[src/design/lcdtc_pkg.sv]
// Shared types and constants for the LCD timing controller.
// Holds the item and result payloads, opcodes, register offsets and reset values.
// No dependencies.
`default_nettype none

package lcdtc_pkg;

    typedef struct packed {
        logic [1:0]  operation;
        logic [11:0] byte_offset;
        logic [31:0] write_data;
    } item_t;

    typedef struct packed {
        logic [31:0] read_data;
        logic        access_error;
        logic        hsync_pulse;
        logic        vsync_pulse;
        logic [31:0] line_number;
    } result_t;

    typedef struct packed {
        logic        enable;
        logic [31:0] period;
        logic [31:0] v_start;
        logic [31:0] v_end;
        logic [31:0] v_total;
    } timing_cfg_t;

    typedef struct packed {
        logic        hsync;
        logic        vsync;
        logic [31:0] line;
    } timing_status_t;

    localparam logic [1:0] OP_READ  = 2'd0;
    localparam logic [1:0] OP_WRITE = 2'd1;
    localparam logic [1:0] OP_TICK  = 2'd2;

    localparam logic [11:0] OFS_CONTROL   = 12'h000;
    localparam logic [11:0] OFS_SYNC_DIFF = 12'h004;
    localparam logic [11:0] OFS_MODE      = 12'h008;
    localparam logic [11:0] OFS_HBP       = 12'h010;
    localparam logic [11:0] OFS_HSW       = 12'h014;
    localparam logic [11:0] OFS_HFP       = 12'h018;
    localparam logic [11:0] OFS_HRES      = 12'h01C;
    localparam logic [11:0] OFS_VBP       = 12'h020;
    localparam logic [11:0] OFS_VSW       = 12'h024;
    localparam logic [11:0] OFS_VFP       = 12'h028;
    localparam logic [11:0] OFS_VRES      = 12'h02C;
    localparam logic [11:0] OFS_SCALE0    = 12'h040;
    localparam logic [11:0] OFS_SCALE1    = 12'h044;
    localparam logic [11:0] OFS_SCALE2    = 12'h048;
    localparam logic [11:0] OFS_SCALE3    = 12'h04C;
    localparam logic [11:0] OFS_IGNORED   = 12'h070;

    localparam logic [31:0] RST_HBP  = 32'h0000_0029;
    localparam logic [31:0] RST_HSW  = 32'd2;
    localparam logic [31:0] RST_HFP  = 32'd2;
    localparam logic [31:0] RST_HRES = 32'h0000_01E0;
    localparam logic [31:0] RST_VBP  = 32'd2;
    localparam logic [31:0] RST_VSW  = 32'd2;
    localparam logic [31:0] RST_VFP  = 32'd10;
    localparam logic [31:0] RST_VRES = 32'h0000_0110;

    localparam logic [31:0] RST_PERIOD  = RST_HBP + RST_HSW + RST_HFP + RST_HRES;
    localparam logic [31:0] RST_VSTART  = RST_VSW + RST_VBP;
    localparam logic [31:0] RST_VEND    = RST_VSTART + RST_VRES;
    localparam logic [31:0] RST_VTOTAL  = RST_VEND + RST_VFP;

endpackage

`default_nettype wire

[src/design/lcdtc_regfile.sv]
// Register window of the LCD timing controller: decode, read mux, writes.
// Keeps running sums of the timing fields for the line and frame compares.
// Depends on lcdtc_pkg.
`default_nettype none

module lcdtc_regfile (
    input  wire logic                 clk,
    input  wire logic                 rst_n,
    input  wire lcdtc_pkg::item_t     req,
    input  wire logic                 fire,
    output logic [31:0]               rdata,
    output logic                      mapped,
    output lcdtc_pkg::timing_cfg_t    cfg
);
    import lcdtc_pkg::*;

    logic [31:0] control_reg;
    logic [31:0] sync_diff_reg;
    logic [31:0] mode_reg;
    logic [31:0] hbp_reg;
    logic [31:0] hsw_reg;
    logic [31:0] hfp_reg;
    logic [31:0] hres_reg;
    logic [31:0] vbp_reg;
    logic [31:0] vsw_reg;
    logic [31:0] vfp_reg;
    logic [31:0] vres_reg;
    logic [31:0] scale_reg [4];

    logic [31:0] period_reg;
    logic [31:0] vstart_reg;
    logic [31:0] vend_reg;
    logic [31:0] vtotal_reg;
    logic [31:0] period_next;
    logic [31:0] vstart_next;
    logic [31:0] vend_next;
    logic [31:0] vtotal_next;

    logic        is_h;
    logic        is_vstart;
    logic        is_vres;
    logic        is_vfp;
    logic        we;
    logic [31:0] delta;

    always_comb
    begin
        rdata     = '0;
        mapped    = 1'b1;
        is_h      = 1'b0;
        is_vstart = 1'b0;
        is_vres   = 1'b0;
        is_vfp    = 1'b0;
        case (req.byte_offset)
            OFS_CONTROL:   rdata = control_reg;
            OFS_SYNC_DIFF: rdata = sync_diff_reg;
            OFS_MODE:      rdata = mode_reg;
            OFS_HBP:
            begin
                rdata = hbp_reg;
                is_h  = 1'b1;
            end
            OFS_HSW:
            begin
                rdata = hsw_reg;
                is_h  = 1'b1;
            end
            OFS_HFP:
            begin
                rdata = hfp_reg;
                is_h  = 1'b1;
            end
            OFS_HRES:
            begin
                rdata = hres_reg;
                is_h  = 1'b1;
            end
            OFS_VBP:
            begin
                rdata     = vbp_reg;
                is_vstart = 1'b1;
            end
            OFS_VSW:
            begin
                rdata     = vsw_reg;
                is_vstart = 1'b1;
            end
            OFS_VFP:
            begin
                rdata  = vfp_reg;
                is_vfp = 1'b1;
            end
            OFS_VRES:
            begin
                rdata   = vres_reg;
                is_vres = 1'b1;
            end
            OFS_SCALE0, OFS_SCALE1, OFS_SCALE2, OFS_SCALE3:
                rdata = scale_reg[req.byte_offset[3:2]];
            default:       mapped = 1'b0;
        endcase
    end

    assign we    = fire && (req.operation == OP_WRITE) && mapped;
    assign delta = req.write_data - rdata;

    always_comb
    begin
        period_next = period_reg;
        vstart_next = vstart_reg;
        vend_next   = vend_reg;
        vtotal_next = vtotal_reg;
        if (we)
        begin
            if (is_h)
                period_next = period_reg + delta;
            if (is_vstart)
                vstart_next = vstart_reg + delta;
            if (is_vstart || is_vres)
                vend_next = vend_reg + delta;
            if (is_vstart || is_vres || is_vfp)
                vtotal_next = vtotal_reg + delta;
        end
    end

    always_ff @(posedge clk or negedge rst_n)
    begin
        if (!rst_n)
        begin
            control_reg   <= '0;
            sync_diff_reg <= '0;
            mode_reg      <= '0;
            hbp_reg       <= RST_HBP;
            hsw_reg       <= RST_HSW;
            hfp_reg       <= RST_HFP;
            hres_reg      <= RST_HRES;
            vbp_reg       <= RST_VBP;
            vsw_reg       <= RST_VSW;
            vfp_reg       <= RST_VFP;
            vres_reg      <= RST_VRES;
            for (int i = 0; i < 4; i++)
                scale_reg[i] <= '0;
            period_reg    <= RST_PERIOD;
            vstart_reg    <= RST_VSTART;
            vend_reg      <= RST_VEND;
            vtotal_reg    <= RST_VTOTAL;
        end
        else
        begin
            period_reg <= period_next;
            vstart_reg <= vstart_next;
            vend_reg   <= vend_next;
            vtotal_reg <= vtotal_next;
            if (we)
            begin
                case (req.byte_offset)
                    OFS_CONTROL:   control_reg   <= req.write_data;
                    OFS_SYNC_DIFF: sync_diff_reg <= req.write_data;
                    OFS_MODE:      mode_reg      <= req.write_data;
                    OFS_HBP:       hbp_reg       <= req.write_data;
                    OFS_HSW:       hsw_reg       <= req.write_data;
                    OFS_HFP:       hfp_reg       <= req.write_data;
                    OFS_HRES:      hres_reg      <= req.write_data;
                    OFS_VBP:       vbp_reg       <= req.write_data;
                    OFS_VSW:       vsw_reg       <= req.write_data;
                    OFS_VFP:       vfp_reg       <= req.write_data;
                    OFS_VRES:      vres_reg      <= req.write_data;
                    OFS_SCALE0, OFS_SCALE1, OFS_SCALE2, OFS_SCALE3:
                        scale_reg[req.byte_offset[3:2]] <= req.write_data;
                    default:       ;
                endcase
            end
        end
    end

    assign cfg.enable  = (control_reg[1:0] == 2'b11) && (hres_reg != '0);
    assign cfg.period  = period_reg;
    assign cfg.v_start = vstart_reg;
    assign cfg.v_end   = vend_reg;
    assign cfg.v_total = vtotal_reg;

endmodule

`default_nettype wire

[src/design/lcdtc_timing.sv]
// Pixel and scanline counters of the LCD timing controller.
// Produces hsync, vsync and the line number from the register sums.
// Depends on lcdtc_pkg.
`default_nettype none

module lcdtc_timing (
    input  wire logic                   clk,
    input  wire logic                   rst_n,
    input  wire lcdtc_pkg::timing_cfg_t cfg,
    input  wire logic                   tick,
    input  wire logic                   clear,
    output lcdtc_pkg::timing_status_t   status
);
    import lcdtc_pkg::*;

    logic [31:0] pixel_reg;
    logic [31:0] pixel_next;
    logic [31:0] line_reg;
    logic [31:0] line_next;
    logic [31:0] pixel_inc;
    logic [31:0] line_inc;
    logic        line_hit;
    logic        hs;
    logic        vs;

    assign pixel_inc = pixel_reg + 32'd1;
    assign line_inc  = line_reg + 32'd1;
    assign line_hit  = (cfg.period == '0) ? (pixel_inc != '0) : (pixel_inc >= cfg.period);

    always_comb
    begin
        pixel_next = pixel_reg;
        line_next  = line_reg;
        hs         = 1'b0;
        vs         = 1'b0;
        if (clear)
        begin
            pixel_next = '0;
            line_next  = '0;
        end
        else if (tick && cfg.enable)
        begin
            if (line_hit)
            begin
                pixel_next = '0;
                hs         = 1'b1;
                line_next  = line_inc;
                if (line_inc < cfg.v_start)
                    line_next = line_inc;
                else if (line_inc < cfg.v_end)
                    line_next = line_inc;
                else if (line_inc == cfg.v_end)
                    vs = 1'b1;
                else if (line_inc >= cfg.v_total)
                    line_next = '0;
            end
            else
            begin
                pixel_next = pixel_inc;
            end
        end
    end

    always_ff @(posedge clk or negedge rst_n)
    begin
        if (!rst_n)
        begin
            pixel_reg <= '0;
            line_reg  <= '0;
        end
        else
        begin
            pixel_reg <= pixel_next;
            line_reg  <= line_next;
        end
    end

    assign status.hsync = hs;
    assign status.vsync = vs;
    assign status.line  = line_next;

endmodule

`default_nettype wire

[src/design/lcd_timing_controller_core.sv]
// LCD timing controller top level: input register, register window, counters, result register.
// Each item is held in the input register, and its result then in the result register.
// Throughput: one item per cycle unless result_ready stalls; each item is fully handled
// in the cycle it leaves the input register, and the result register decouples the output side.
// Reset: rst_n empties both stages and resets window and counters, but not the payloads.
// Depends on lcdtc_pkg, lcdtc_regfile, lcdtc_timing.
`default_nettype none

module lcd_timing_controller_core (
    input  wire logic               clk,
    input  wire logic               rst_n,
    input  wire logic               item_valid,
    output logic                    item_ready,
    input  wire lcdtc_pkg::item_t   item,
    output logic                    result_valid,
    input  wire logic               result_ready,
    output lcdtc_pkg::result_t      result
);
    import lcdtc_pkg::*;

    item_t          item_reg;
    logic           item_valid_reg;
    result_t        result_reg;
    result_t        result_next;
    logic           result_valid_reg;

    logic           advance;
    logic           fire;
    logic [31:0]    rdata;
    logic           mapped;
    logic           clear;
    logic           tick;
    timing_cfg_t    cfg;
    timing_status_t status;

    assign advance    = !result_valid_reg || result_ready;
    assign fire       = item_valid_reg && advance;
    assign item_ready = !item_valid_reg || advance;

    lcdtc_regfile u_regfile (
        .clk    (clk),
        .rst_n  (rst_n),
        .req    (item_reg),
        .fire   (fire),
        .rdata  (rdata),
        .mapped (mapped),
        .cfg    (cfg)
    );

    assign clear = fire && (item_reg.operation == OP_WRITE)
                   && (mapped || (item_reg.byte_offset == OFS_IGNORED));
    assign tick  = fire && (item_reg.operation == OP_TICK);

    lcdtc_timing u_timing (
        .clk    (clk),
        .rst_n  (rst_n),
        .cfg    (cfg),
        .tick   (tick),
        .clear  (clear),
        .status (status)
    );

    always_comb
    begin
        result_next              = '0;
        result_next.line_number  = status.line;
        result_next.hsync_pulse  = status.hsync;
        result_next.vsync_pulse  = status.vsync;
        case (item_reg.operation)
            OP_READ:
            begin
                result_next.read_data    = mapped ? rdata : '0;
                result_next.access_error = !mapped;
            end
            OP_WRITE:
                result_next.access_error = !mapped && (item_reg.byte_offset != OFS_IGNORED);
            default: ;
        endcase
    end

    always_ff @(posedge clk or negedge rst_n)
    begin
        if (!rst_n)
        begin
            item_valid_reg   <= 1'b0;
            result_valid_reg <= 1'b0;
        end
        else
        begin
            if (item_ready)
                item_valid_reg <= item_valid;
            if (advance)
                result_valid_reg <= item_valid_reg;
        end
    end

    always_ff @(posedge clk)
    begin
        if (item_valid && item_ready)
            item_reg <= item;
        if (fire)
            result_reg <= result_next;
    end

    assign result_valid = result_valid_reg;
    assign result       = result_reg;

endmodule

`default_nettype wire

[config.mk]
export PLATFORM = sky130hd
export DESIGN_NAME = lcd_timing_controller_core
export DESIGN_NICKNAME = d
export VERILOG_FILES = /design/src/design/lcdtc_pkg.sv /design/src/design/lcdtc_regfile.sv /design/src/design/lcdtc_timing.sv /design/src/design/lcd_timing_controller_core.sv
export SDC_FILE = /design/constraint.sdc
export NUM_CORES = 2
export LEC_CHECK = 0
export BUFFER_PORTS_ARGS = -buffer_cell sky130_fd_sc_hd__buf_4
export CORE_ASPECT_RATIO = 1.1
export CORE_MARGIN = 10
export CORE_UTILIZATION = 60
export DETAILED_ROUTE_END_ITERATION = 12
export PLACE_DENSITY = 0.77
export SETUP_SLACK_MARGIN = 0.2
export SYNTH_ARGS = -nofsm -noshare
export SYNTH_HDL_FRONTEND = slang
export SYNTH_SLANG_ARGS = --single-unit
[constraint.sdc]
create_clock -name clk -period 9.2 [get_ports clk]
set_clock_uncertainty 0.05 [all_clocks]
set_input_delay 0.46 -clock clk [delete_from_list [all_inputs] [get_ports clk]]
set_output_delay 0.46 -clock clk [all_outputs]
set_load 0.02 [all_outputs]
==> flow_summary.yaml <==
placed_design:
  numPortBuffers: 118
  place_congestion: 0.9324
  place_area_mm2: 0.04604
  post-dp-hpwl_um: 86160
sta:
  rsz0062_at_grt: "false"
  max_freq_ghz: 0.1178
  hold_slack_ps: 62.64
  post-route-min-period_ps: 8488
  final-setup-viol-count: 0
  setup-tns-final_ps: 0
  slew_violations: 0
  slew_headroom_pct: 16.36
  worstMarginPinSlew_ps: 1248
  hold_violations: 0
  fin_crit_sh_pct: 92.27
power_and_ir_drop:
  p_seq_share_pct: 46.7
  vdd_drop_max_v: 0.0001547
  p_switching_uw: 1948
  power_leakage_uw: 0.02313
  internal-power_uw: 5835
  cellPowerDensity_mw_per_mm2: 157.6
  swShare_pct: 25.03
  pwr-share-comb_pct: 8.1
  clock_power_share_pct: 45.2
logic_synthesis:
  synthesis.area_mm2: 0.04413
  syn-num-nets: 4340
  ys.flop_type: "dfrtp_1"
  synth_top_area_share_pct: 36.63
  synth_edf_count: 113
  async_flop_share_pct: 85.64
  avgSynthCellArea_um2: 11.10
  ys_types: 93
  synthCells: 3977
  yosysMostFrequentCell: "dfrtp_1"
  synth_commonest_cells: "dfrtp_1, mux2_2, ha_1"
  synth-seq-cells: 787
  yosysTopAreaCell: "dfrtp_1"
  seq_area_frac_synth_pct: 45.99
  yosys_warnings: 0
  synth_area_leaders: "dfrtp_1, mux2_2, ha_1"
worst_setup_path:
  r2r-start: "item_reg[43]"
  reg2reg_depth: 30
  worst_path_max_delay_cell: "nor2_4"
  path_buf_inv: 0
  rr_endpoint: "u_regfile.period_reg[30]"
  cp_top_family: "compound AO/OA/AOI/OAI gates"
  endpoint_kind: "flop"
  cp.arrival_ps: 8940
  critical_path_class: "reg2reg"
  startpoint_type: "flop"
  ff2ff_setup_slack_ps: 710
  critical_path.max_stage_delay_ps: 740
  cp_max_fo: 21
  cp.required_ps: 9650
floorplanning:
  die-area_mm2: 0.08481
  core_mm2: 0.07300
  rows: 104
  initial_utilization_pct: 60.45
  die_y_um: 304.4
  fp.dieW_um: 278.6
  io_pins: 119
hold_path:
  min_from: "result_ready"
  hold_path.class: "in2reg"
  hold-path-cell-count: 3
  min_to: "result_valid"
cts:
  cts.clk_slew.worst_paths_ps: 70
  clk_latency_ps: 660
  cts.path.max_buffers: 3
  cts_sinks: 787
  clockRootBuffer: "clkbuf_16"
  numCtsBuffers: 83
  tritoncts: "built"
  h-tree-depth: 3
global_route:
  grt_pass1_vias: 33910
  antenna_found_initial: 1
  grt_usage_pct: 28.89
  grt_pass1_wl_um: 192800
  grt-ovfl-total: 0
  grt_max_degree: 177
outcome:
  run_status: "finished clean"
routing:
  wl_per_cell_um: 24.18
  antenna_left: 0
  viasPerCell: 6.407
  dr.first_iter.drc_count: 2486
  finalWirelength_um: 123900
  drc: 0
  vias: 32830
  first_pass_iters: 5
finish:
  fill_cells: 5323
  syn2layout_area_growth_pct: 11.93
  fin_nets: 4463
  multi_input_area_mm2: 0.02238
  register_area_mm2: 0.02029
  design_area_mm2: 0.04939
  insertedDiodeCount: 0
  largest_reg_flops: 128
  drive_above_1_share_pct: 22.45
run:
  maxCapViolCount: 0
## worst max-delay path by stage
stage                       from                        to  slack (ps)  cells after the start
global route        item_reg[43]  u_regfile.vstart_reg[30]         240                     30
floorplan           item_reg[43]  u_regfile.period_reg[30]        2390                     31
global placement    item_reg[43]  u_regfile.vstart_reg[30]        1060                     32
detailed placement  item_reg[43]  u_regfile.period_reg[30]         850                     30
finish              item_reg[43]  u_regfile.period_reg[30]         710                     30
CTS                 item_reg[43]  u_regfile.period_reg[30]         810                     30
## through the flow
stage	total power, uW	utilization [%]	instances	setup slack, ps
2_1_floorplan	4053	-	3977	2389
3_3_place_gp	4293	63.07	4921	1064
3_5_place_dp	4303	63.07	4921	847.3
4_1_cts	7801	67.65	5124	808.0
5_1_grt	8012	67.66	5124	238.5
6_report	7783	67.66	5124	711.5
## worst register-to-register path: cells and delay by family, from the launching register on
family	cells	cell delay, ps
and+or+nand+nor	8	2690
AOI/OAI and AO/OA	19	4290
xor gates and xnor gates	1	170
DFF	1	370
adders and majority gates	2	760
## placed cells by master (no fill, tap or decap), drive strengths merged, types with 119 or more instances in the layout
cell	netlist	routed
mux2	489	489
a21oi	174	174
o21ai	215	215
dfrtp	646	646
buf	89	187
nor2	161	161
a22oi	187	187
clkbuf	108	119
nand2	255	255
ha	308	308
xnor2	140	140
inv	201	206
## cells by family after synthesis
family / share of synthesized area [%]
AOI/OAI and AO/OA: 13.56
DFF: 45.99
buffers and inverters: 3.624
adders and majority gates: 8.960
xor gates and xnor gates: 4.046
muxes: 14.50
and+or+nand+nor: 9.328
## layer usage
layer  global-route usage, %  vias up  part of all wire, %
li1                        -    14810                    -
met1                   33.81    16400                   38
met2                   50.01     1247                   50
met3                   4.945      380                  6.6
met4                   15.62        0                  5.7
met5                       0        -                    0
## power by group through the flow
stage | combinational, uW | clock [uW] | sequential [uW]
6_report | 629 | 3520 | 3630
5_1_grt | 694 | 3680 | 3640
4_1_cts | 627 | 3540 | 3630
3_5_place_dp | 607 | 0 | 3700
3_3_place_gp | 598 | 0 | 3690
2_1_floorplan | 378 | 0 | 3670
## area by class of cell
cell class / instances / share of cell area (%)
clock buffers: 119 / 4.998
clock inverters: 36 / 0.8081
inverters: 201 / 1.530
multi-input cells: 2792 / 45.30
flip-flops and latches: 787 / 41.09
well taps: 954 / 2.417
repair buffers: 235 / 3.855
## repair_timing
item / CTS / global route
resized for setup: 0 / 1
endpoints found under the setup margin: 0 / 2
buffers inserted: 0 / 0
hold endpoints to repair: 133 / 0
hold buffers: 48 / 0
(Power assumes the default switching activity.)
